### config.mk
export PLATFORM = sky130hd
export DESIGN_NAME = polygon_star_vertex_generator_core
export DESIGN_NICKNAME = d
export VERILOG_FILES = /design/src/rtl/psvg_pkg.sv /design/src/rtl/psvg_cordic.sv /design/src/rtl/polygon_star_vertex_generator_core.sv
export SDC_FILE = /design/constraint.sdc
export NUM_CORES = 2
export LEC_CHECK = 0
export BUFFER_PORTS_ARGS = -buffer_cell sky130_fd_sc_hd__buf_4
export CORE_MARGIN = 1
export CORE_UTILIZATION = 40
export CTS_CLUSTER_DIAMETER = 60
export DETAILED_ROUTE_END_ITERATION = 12
export GPL_ROUTABILITY_DRIVEN = 0
export GPL_TIMING_DRIVEN = 1
export HOLD_SLACK_MARGIN = 0.02
export MAX_ROUTING_LAYER = met4
export SKIP_LAST_GASP = 1
export SYNTH_ARGS = -nofsm -noshare
export SYNTH_HDL_FRONTEND = slang
export SYNTH_SLANG_ARGS = --single-unit
### constraint.sdc
create_clock -name clk -period 52.9 [get_ports clk]
set_input_delay 10.58 -clock clk [delete_from_list [all_inputs] [get_ports clk]]
set_output_delay 10.58 -clock clk [all_outputs]
set_load 0.02 [all_outputs]
### src/rtl/psvg_pkg.sv
// shared types, constants and helper functions of the polygon and star vertex generator
`default_nettype none
package psvg_pkg;

  localparam int MAX_VERTICES_DEF = 63;
  localparam int CORDIC_STEPS     = 24;
  localparam int CW               = 34;  // cordic x, y, z width
  localparam logic [15:0] RATIO_LOW  = 16'd3277;
  localparam logic [15:0] RATIO_HIGH = 16'd62259;
  localparam logic signed [CW-1:0] GAIN_INV = 34'sh026DD3B6A;

  typedef enum logic [1:0] {
    CMD_MOVE  = 2'd0,
    CMD_LINE  = 2'd1,
    CMD_CLOSE = 2'd2
  } cmd_t;

  typedef enum logic [3:0] {
    S_IDLE,
    S_SCALE_X,
    S_SCALE_Y,
    S_SCALE_END,
    S_DIV,
    S_TRIG,
    S_MUL_X,
    S_MUL_Y,
    S_EMIT,
    S_CLOSE
  } state_t;

  // arctangent of 2^-i in 2^-32 turn units
  function automatic logic signed [CW-1:0] atan_turn(input logic [4:0] i);
    logic signed [CW-1:0] v;
    case (i)
      5'd0:  v = 34'sh020000000;
      5'd1:  v = 34'sh012E4051E;
      5'd2:  v = 34'sh009FB385B;
      5'd3:  v = 34'sh0051111D4;
      5'd4:  v = 34'sh0028B0D43;
      5'd5:  v = 34'sh00145D7E1;
      5'd6:  v = 34'sh000A2F61E;
      5'd7:  v = 34'sh000517C55;
      5'd8:  v = 34'sh00028BE53;
      5'd9:  v = 34'sh000145F2F;
      5'd10: v = 34'sh0000A2F98;
      5'd11: v = 34'sh0000517CC;
      5'd12: v = 34'sh000028BE6;
      5'd13: v = 34'sh0000145F3;
      5'd14: v = 34'sh00000A2FA;
      5'd15: v = 34'sh00000517D;
      5'd16: v = 34'sh0000028BE;
      5'd17: v = 34'sh00000145F;
      5'd18: v = 34'sh000000A30;
      5'd19: v = 34'sh000000518;
      5'd20: v = 34'sh00000028C;
      5'd21: v = 34'sh000000146;
      5'd22: v = 34'sh0000000A3;
      5'd23: v = 34'sh000000051;
      default: v = '0;
    endcase
    return v;
  endfunction

  // saturate a 39 bit signed sum to 32 bits
  function automatic logic [31:0] sat32(input logic signed [38:0] v);
    logic [31:0] r;
    if (v > 39'sh07FFFFFFF) begin
      r = 32'h7FFF_FFFF;
    end else if (v < -39'sh080000000) begin
      r = 32'h8000_0000;
    end else begin
      r = v[31:0];
    end
    return r;
  endfunction

endpackage
`default_nettype wire

### src/rtl/psvg_cordic.sv
// iterative cordic rotation giving cosine and sine of a phase in 2^-32 turn units
`default_nettype none
module psvg_cordic (
  input  wire logic                        clk,
  input  wire logic                        rst,
  input  wire logic                        go,
  input  wire logic [31:0]                 phase,
  output logic                             done,
  output logic signed [psvg_pkg::CW:0]     cos_v,
  output logic signed [psvg_pkg::CW:0]     sin_v
);
  import psvg_pkg::*;

  logic signed [CW-1:0] x, y, z;
  logic [1:0]           q;
  logic [4:0]           i;
  logic                 running;
  logic [1:0]           q_in;
  logic [31:0]          z_in;
  logic signed [CW-1:0] dx, dy;

  assign q_in = 2'((phase + 32'h2000_0000) >> 30);
  assign z_in = phase - {q_in, 30'b0};
  assign dx   = y >>> i;
  assign dy   = x >>> i;

  always_ff @(posedge clk) begin
    if (rst) begin
      running <= 1'b0;
      done    <= 1'b0;
    end else begin
      done <= 1'b0;
      if (go) begin
        running <= 1'b1;
        x <= GAIN_INV;
        y <= '0;
        z <= CW'(signed'(z_in));
        q <= q_in;
        i <= '0;
      end else if (running) begin
        if (!z[CW-1]) begin
          x <= x - dx;
          y <= y + dy;
          z <= z - atan_turn(i);
        end else begin
          x <= x + dx;
          y <= y - dy;
          z <= z + atan_turn(i);
        end
        i <= i + 5'd1;
        if (i == 5'(CORDIC_STEPS - 1)) begin
          running <= 1'b0;
          done    <= 1'b1;
        end
      end
    end
  end

  // quarter turn applied by swaps and negations
  always_comb begin
    case (q)
      2'd0: begin cos_v = (CW+1)'(x);  sin_v = (CW+1)'(y);  end
      2'd1: begin cos_v = -(CW+1)'(y); sin_v = (CW+1)'(x);  end
      2'd2: begin cos_v = -(CW+1)'(x); sin_v = -(CW+1)'(y); end
      default: begin cos_v = (CW+1)'(y); sin_v = -(CW+1)'(x); end
    endcase
  end

  a_done_after_run: assert property (@(posedge clk) disable iff (rst)
    done |-> !running) else $error("cordic done while still running");
  a_go_starts: assert property (@(posedge clk) disable iff (rst)
    go |=> running) else $error("cordic did not start");
  a_done_pulse: assert property (@(posedge clk) disable iff (rst)
    done |=> !done) else $error("cordic done longer than one cycle");

endmodule
`default_nettype wire

### src/rtl/polygon_star_vertex_generator_core.sv
// top level: regular polygon and star outline generator with a shared multiplier and cordic
// a request gives m vertex items and then a close item, m up to MAX_VERTICES
// each vertex costs a 32 step bit-serial phase divide, a 24 step cordic and 2 multiplies
// one request at a time: busy stays high until the close item has been issued
// results appear for one cycle with strobe high; the receiver cannot stall
// reset (rst, synchronous, active high) returns to idle with no strobe
`default_nettype none
module polygon_star_vertex_generator_core #(
  parameter int MAX_VERTICES = psvg_pkg::MAX_VERTICES_DEF
) (
  input  wire logic        clk,
  input  wire logic        rst,
  input  wire logic        start,
  output logic             busy,
  input  wire logic [31:0] center_x,
  input  wire logic [31:0] center_y,
  input  wire logic [31:0] half_width,
  input  wire logic [31:0] half_height,
  input  wire logic [5:0]  point_count,
  input  wire logic        star_mode,
  input  wire logic [15:0] inner_ratio,
  output logic             strobe,
  output logic [1:0]       command,
  output logic [31:0]      vertex_x,
  output logic [31:0]      vertex_y,
  output logic             last
);
  import psvg_pkg::*;

  localparam int VW = $clog2(MAX_VERTICES + 1);

  state_t state, state_next;

  // request registers
  logic signed [31:0] cx, cy, hw, hh, irx, iry;
  logic [15:0]        ratio;
  logic               star;
  logic [VW-1:0]      m, k;

  // phase divider
  logic [VW-1:0] rem;
  logic [31:0]   lo, quot, quot_next;
  logic [4:0]    jcnt;
  logic [VW:0]   r2;
  logic          qbit;

  // shared multiplier
  logic signed [31:0] mul_a;
  logic signed [35:0] mul_b;
  logic signed [67:0] prod, prod_rnd;
  logic [31:0]        vx;

  // trig
  logic                 trig_go, trig_done;
  logic signed [CW:0]   cos_v, sin_v;

  // request decode
  logic [6:0]    cnt_lo, limit, cnt;
  logic [VW-1:0] m_in;
  logic [15:0]   ratio_in;

  always_comb begin
    limit  = star_mode ? 7'(MAX_VERTICES / 2) : 7'(MAX_VERTICES);
    cnt_lo = (point_count < 6'd3) ? 7'd3 : {1'b0, point_count};
    cnt    = (cnt_lo > limit) ? limit : cnt_lo;
    m_in   = star_mode ? VW'({cnt, 1'b0}) : VW'(cnt);
    if (inner_ratio < RATIO_LOW) begin
      ratio_in = RATIO_LOW;
    end else if (inner_ratio > RATIO_HIGH) begin
      ratio_in = RATIO_HIGH;
    end else begin
      ratio_in = inner_ratio;
    end
  end

  // one restoring step of k * 2^32 + m/2 over m
  assign r2        = {rem, lo[31]};
  assign qbit      = (r2 >= {1'b0, m});
  assign quot_next = {quot[30:0], qbit};
  assign trig_go   = (state == S_DIV) && (jcnt == 5'd31);

  psvg_cordic u_cordic (
    .clk   (clk),
    .rst   (rst),
    .go    (trig_go),
    .phase (quot_next),
    .done  (trig_done),
    .cos_v (cos_v),
    .sin_v (sin_v)
  );

  // multiplier operand select; the star's odd vertices use the inner radii
  always_comb begin
    mul_a = hw;
    mul_b = 36'(signed'({1'b0, ratio}));
    case (state)
      S_SCALE_Y: begin
        mul_a = hh;
      end
      S_MUL_X: begin
        mul_a = (star && k[0]) ? irx : hw;
        mul_b = 36'(sin_v);
      end
      S_MUL_Y: begin
        mul_a = (star && k[0]) ? iry : hh;
        mul_b = -36'(cos_v);
      end
      default: ;
    endcase
  end

  assign prod_rnd = prod + 68'sd536870912;  // half of 2^30

  always_ff @(posedge clk) begin
    if (rst) begin
      state <= S_IDLE;
    end else begin
      state <= state_next;
    end
  end

  always_comb begin
    state_next = state;
    case (state)
      S_IDLE:      if (start) state_next = S_SCALE_X;
      S_SCALE_X:   state_next = S_SCALE_Y;
      S_SCALE_Y:   state_next = S_SCALE_END;
      S_SCALE_END: state_next = S_DIV;
      S_DIV:       if (jcnt == 5'd31) state_next = S_TRIG;
      S_TRIG:      if (trig_done) state_next = S_MUL_X;
      S_MUL_X:     state_next = S_MUL_Y;
      S_MUL_Y:     state_next = S_EMIT;
      S_EMIT:      state_next = (k == m - VW'(1)) ? S_CLOSE : S_DIV;
      S_CLOSE:     state_next = S_IDLE;
      default:     state_next = S_IDLE;
    endcase
  end

  assign busy = (state != S_IDLE);

  // datapath registers
  always_ff @(posedge clk) begin
    if (rst) begin
      strobe <= 1'b0;
    end else begin
      strobe <= (state == S_EMIT) || (state == S_CLOSE);
    end
    case (state)
      S_IDLE: begin
        cx    <= center_x;
        cy    <= center_y;
        hw    <= half_width;
        hh    <= half_height;
        star  <= star_mode;
        m     <= m_in;
        ratio <= ratio_in;
      end
      S_SCALE_X: begin
        prod <= mul_a * mul_b;
      end
      S_SCALE_Y: begin
        irx  <= 32'((prod + 68'sd32768) >>> 16);
        prod <= mul_a * mul_b;
      end
      S_SCALE_END: begin
        iry  <= 32'((prod + 68'sd32768) >>> 16);
        k    <= '0;
        rem  <= '0;
        lo   <= 32'(m >> 1);
        jcnt <= '0;
      end
      S_DIV: begin
        rem  <= qbit ? VW'(r2 - {1'b0, m}) : VW'(r2);
        lo   <= {lo[30:0], 1'b0};
        quot <= quot_next;
        jcnt <= jcnt + 5'd1;
      end
      S_MUL_X: begin
        prod <= mul_a * mul_b;
      end
      S_MUL_Y: begin
        vx   <= sat32(39'(cx) + 39'(signed'(prod_rnd[67:30])));
        prod <= mul_a * mul_b;
      end
      S_EMIT: begin
        command  <= (k == '0) ? CMD_MOVE : CMD_LINE;
        vertex_x <= vx;
        vertex_y <= sat32(39'(cy) + 39'(signed'(prod_rnd[67:30])));
        last     <= 1'b0;
        k        <= k + VW'(1);
        rem      <= k + VW'(1);
        lo       <= 32'(m >> 1);
        jcnt     <= '0;
      end
      S_CLOSE: begin
        command  <= CMD_CLOSE;
        vertex_x <= '0;
        vertex_y <= '0;
        last     <= 1'b1;
      end
      default: ;
    endcase
  end

  // close item carries zero coordinates and last
  a_close_last: assert property (@(posedge clk) disable iff (rst)
    strobe && last |-> command == CMD_CLOSE && vertex_x == '0 && vertex_y == '0)
    else $error("close item malformed");
  // accepted request makes the block busy
  a_accept_busy: assert property (@(posedge clk) disable iff (rst)
    start && !busy |=> busy) else $error("request not taken");
  // no vertex item once idle
  a_idle_quiet: assert property (@(posedge clk) disable iff (rst)
    !busy && !$past(busy) |-> !strobe) else $error("item while idle");
  // last only on a strobed close
  a_last_close: assert property (@(posedge clk) disable iff (rst)
    strobe && command != CMD_CLOSE |-> !last) else $error("last on vertex item");

endmodule
`default_nettype wire
Yosys cells after proc, flatten, opt, wreduce, memory -nomap -nowiden
Memory sizes are Yosys's and may differ from the RTL's. A register that Yosys moved wholly into a read port is not among the register bits.
Cells that the tools add are included.
{ "word_totals": {"n_memories": 2, "in_bits": 154, "reg_bits": 578, "mem_bits_ro": 1920, "elab_cells": 156} }
{ "mem_list": {"columns": ["memory", "words", "word_bits", "read_ports", "rd_ports_with_merged_regs", "wr", "line_no", "rtl"], "rows": [
  ["(name not given)", 32, 30, 1, 1, 0, "psvg_pkg.sv:34", "case (i)"],
  ["(name not given)", 32, 30, 1, 1, 0, "psvg_pkg.sv:34", null]
]} }
{ "classes": {"n_eq_ne": 17, "bitwise": 2, "shifts": 2, "muxes": 53, "n_reduce_logical": 19, "addsub": 20, "n_mul": 1, "order_cmp": 9} }
{ "ops": {"columns": ["operator", "n"], "rows": [
  ["$mux W34", 15],
  ["$pmux W35 S3", 2],
  ["$pmux W32 S2", 3],
  ["$mux W32", 5],
  ["$add A34 B34 Y34", 3],
  ["$sub A34 B34 Y34", 3],
  ["$pmux W32 S3", 1],
  ["$add A32 B38 Y39", 2],
  ["$gt A39 B32 Y1 const B", 2],
  ["$lt A39 B32 Y1 const B", 2],
  ["$pmux W36 S2", 1],
  ["$neg A34 Y35", 2],
  ["$add A68 B31 Y68 const B", 1],
  ["$mul A32 B36 Y68", 1],
  ["$sshr A34 B5 Y34", 2],
  ["$add A48 B17 Y48 const B", 1],
  ["$neg A35 Y36", 1],
  ["$pmux W4 S9", 1],
  ["$add A32 B30 Y32 const B", 1],
  ["$sub A32 B32 Y32", 1],
  ["$mux W6", 5],
  ["$mux W5", 5],
  ["$pmux W6 S3", 1],
  ["$eq A4 B3 Y1 const B", 4],
  ["other kinds (39)", 58]
]} }

Depth between registers and ports, before layout
{ "logic_depth": {"depth_word": 8, "depth_mapped": 45, "depth_no_buf": 41} }

Modules after synthesis
From an unflattened synthesis, not the netlist that was laid out.
{ "unflattened": {"cells_unflattened": 8944, "hier_area_um2": 82987.1} }
{ "modules_own_cells": {"columns": ["mod", "seq_area_each_um2", "n_inst", "area_each_um2", "cells_each"], "rows": [
  ["polygon_star_vertex_generator_core", 13492.9, 1, 62770.2, 6432],
  ["psvg_cordic", 3913.8, 1, 20216.9, 2512]
]} }

Worst setup path after synthesis
Ideal clock, no wire load.
{ "synth_timing": {"kind": "flip-flop to output port", "start": "register state[0]", "end": "output busy", "t_required_ps": 42320, "n_path_buf": 2, "stages_incl_launch_ff": 5, "t_arrival_ps": 17441, "slack_ps": 24879, "path_cell_list": "dfxtp_1 > clkbuf_1 > buf_1 > nor4_1 > inv_1"} }
{ "synth_via": {"elab_chain_len": 1} }
{ "synth_lines": {"columns": ["item", "line_no", "rtl"], "rows": [
  ["start, declared", "polygon_star_vertex_generator_core.sv:32", "state_t state, state_next;"],
  ["start signal, assigned", "polygon_star_vertex_generator_core.sv:118", "state <= state_next;"],
  ["$reduce_bool A4 Y1", "polygon_star_vertex_generator_core.sv:139", "assign busy = (state != S_IDLE);"],
  ["end, declared", "polygon_star_vertex_generator_core.sv:14", "output logic busy,"]
]} }
No other way between the ends.

Worst setup path in the final report
{ "layout_timing": {"start": "register u_cordic.x[1]", "end": "register prod[66] (data pin)"} }
{ "layout_via": {"elab_chain_len": 5} }
{ "layout_lines": {"columns": ["item", "line_no", "rtl"], "rows": [
  ["start, declared", "psvg_cordic.sv:14", "logic signed [CW-1:0] x, y, z;"],
  ["start signal, assigned", "psvg_cordic.sv:42", "x <= x - dx;"],
  ["start signal, assigned", "psvg_cordic.sv:46", "x <= x + dx;"],
  ["$neg A34 Y35", "psvg_cordic.sv:64, psvg_cordic.sv:65", null],
  ["$pmux W35 S3", "psvg_cordic.sv:61", "case (q)"],
  ["$neg A35 Y36", "polygon_star_vertex_generator_core.sv:106", "mul_b = -36'(cos_v);"],
  ["$pmux W36 S2 *", "polygon_star_vertex_generator_core.sv:96", "case (state)"],
  ["$mul A32 B36 Y68 *", null, null],
  ["end signal, assigned", "polygon_star_vertex_generator_core.sv:159", "prod <= mul_a * mul_b;"],
  ["end signal, assigned", "polygon_star_vertex_generator_core.sv:163", "prod <= mul_a * mul_b;"],
  ["end signal, assigned", "polygon_star_vertex_generator_core.sv:179", "prod <= mul_a * mul_b;"],
  ["end, declared", "polygon_star_vertex_generator_core.sv:50", "logic signed [67:0] prod, prod_rnd;"]
]} }
Mark *: on every way between the ends. The rest lies on a longest branch, timed or not.
A chain may end at the register's enable or synchronous reset.

==> flow_metrics.tcl <==
set metrics [dict create \
    synth_seq_cells 592 \
    grt_max_degree 136 \
    dieArea_um2 206000 \
    track_usage 0.266 \
    min_path_type "flop to flop" \
    cpMostUsedCell "fa_1" \
    syn-num-nets 10500 \
    cts_root_buf "clkbuf_16" \
    antenna_found_initial 7 \
    rsz0062_at_grt "false" \
    status "completed" \
    cts.repair.resized 0 \
    die_h_um 454 \
    dp_hpwl_mm 203 \
    r2r_cells 38 \
    cts-buffers-inserted 72 \
    avgViaCountPerCell 5.69 \
    clock_latency_ns 0.70 \
    period_share 0.257 \
    tns_ns 0 \
    final_layout_size_suffix_gt1_frac 0.0818 \
    fillers 19500 \
    syn_inst 8775 \
    path_max_fanout 32 \
    final_nets 10500 \
    num_vias 65400 \
    critPathCapture "prod[66]" \
    yosys.area.top_type "fa_1" \
    hold_violations 0 \
    syn_area_um2 81700 \
    clk_pin_slew_worst_paths_ns 0.06 \
    io_buffers 222 \
    drtAntennaViolNets 0 \
    drv_slew 0 \
    r2r_start "u_cordic.x[1]" \
    startpoint_type "flop" \
    io_pins 223 \
    dr.pass1.iters 8 \
    critical_path.max_stage_delay_ns 1.01 \
    ys.flop_type "edfxtp_1" \
    end_kind "flop" \
    final_cell_mix "inv_1, fa_1, nand2_1, nor2_1, edfxtp_1" \
    r2r_slack_ns 39.29 \
    hold_buffers 0 \
    grt_pass1_vias 66200 \
    die_x_um 454 \
    startpoint "u_cordic.x[1]" \
    setup_viol 0 \
    arrival_ns 14.07 \
    wl_per_cell_um 23.2 \
    fin_crit_ns 13.61 \
    max_slew_margin 0.155 \
    ys_warn_count 0 \
    crit_required_ns 53.35 \
    synth_top_area_frac 0.294 \
    synth.avg_cell_area_um2 9.31 \
    core_um2 203000 \
    start_util 0.403 \
    grt_overflow 0 \
    synth.distinct_cells 101 \
    cts_tree "done" \
    async_flop_share 0 \
    max_freq_mhz 73.5 \
    layout_commonest_cell "inv_1" \
    totalWireLength_mm 266 \
    drc 0 \
    cts_sinks 592 \
    grt_first_pass_wirelength_mm 404 \
    worstSetupPathType "flop to flop" \
    slowest_stage "a211oi_1" \
    cts_buffer_depth 3 \
    yosysSeqAreaShare 0.213 \
    syn_to_final_growth_pct 8.69 \
    drv_cap 0 \
    worstReg2RegEnd "prod[66]" \
    first_iter_violations 6672 \
    synth_edf_count 555 \
    rows 165 \
    synth_area_leaders "fa_1, edfxtp_1, ha_1" \
    cts_setup_buffers 0 \
    tightest_slew_ns 1.26 \
    timing.clock.skew_ns 0.0355 \
    h-tree-depth 3 \
]
## stage by stage
step / setup WS (ns) / hold WS (ns) / std cells / cell area [µm²] / utilization
final: 39.29 / 0.447 / 11500 / 88800 / 0.439
after global routing: 38.51 / 0.459 / 11500 / 88800 / 0.438
after CTS: 39.31 / 0.452 / 11500 / 88800 / 0.438
after detailed placement: 39.33 / 0.438 / 11400 / 86300 / 0.426
after global placement: 39.56 / 0.430 / 11400 / 86300 / 0.426
after floorplan: 24.88 / 0.426 / 8775 / 81700 / -
## flip-flops by register name, indices dropped and copies added, names as in the netlist, 6 cells and up, named ones only
name,flops
hh,32
hw,32
quot,31
m,6
k,6
u_cordic.z,34
vertex_y,32
iry,32
cy,32
vertex_x,32
prod,53
vx,32
lo,32
irx,32
cx,32
rem,6
u_cordic.x,34
u_cordic.y,34
ratio,16
## logic make-up (layout without fill, tap and decap cells)
group | after synthesis | after routing | synth area share
flip-flops | 592 | 592 | 0.213
buffers and inverters | 1761 | 1797 | 0.0824
XOR/XNOR | 517 | 517 | 0.0554
multiplexers | 204 | 204 | 0.0374
adder cells (fa/ha/maj) | 1599 | 1599 | 0.355
AO/OA/AOI/OAI | 1322 | 1322 | 0.104
other | 0 | 7 | 0
AND/OR/NAND/NOR | 2780 | 2780 | 0.153
## synth_stat cells (27+ instances only)
master and instances:
a211oi_1 55, nor2b_1 91, or3_1 33, dfxtp_1 37, o21a_1 66, nor2_1 993, mux2i_1 90, nand2_1 999
mux4_2 77, a21o_1 128, fa_1 1200, nand4_1 77, mux2_2 36, and4_1 41, o21ai_0 293, buf_1 42
o31ai_1 27, nor4_1 40, a31oi_1 56, o21bai_1 32, and3_1 39, buf_2 47, ha_1 399, o211ai_1 48
clkbuf_1 375, xnor2_1 288, a21oi_1 361, or2_2 31, and2_1 86, nand2b_1 97, edfxtp_1 555, nor3_1 94
xor2_1 229, inv_1 1275, nand3_1 95
## metal layers
layer	vias up	wire length (µm)	track usage
met5	-	0	-
met2	3228	121000	0.409
li1	28700	-	-
met3	670	26800	0.0612
met1	32900	105000	0.336
met4	0	13700	0.115
## worst min path at each step
stage	from	to	slack, ns	cells after the start
after floorplan	quot[12]	quot[13]	0.43	0
final	quot[19]	quot[20]	0.45	0
after global placement	quot[26]	quot[27]	0.43	0
after global routing	quot[25]	quot[26]	0.46	0
after detailed placement	quot[24]	quot[25]	0.44	0
after CTS	quot[25]	quot[26]	0.45	0
## final cells by class
class	instances	area [µm²]	area share
sequential	592	17400	0.196
clock buffer	83	1890	0.0212
multi-input combinational	6422	57800	0.651
timing repair buffer	385	2920	0.0328
tap	2672	3340	0.0376
clock inverter	48	602	0.00678
inverter	1281	4810	0.0542
antenna	7	17.5	0.000197
## critical path: cells and delay by family, from the launching register on
family	cells	cell delay (ns)
fa+ha+maj	10	4.73
simple gates	10	3.59
compound gates	10	3.37
buf+inv	6	0.83
flops	1	0.54
xor+xnor	2	0.26
Power is not shown: default switching activity piles up to over one toggle a cycle in this logic, so the estimate is an artifact.
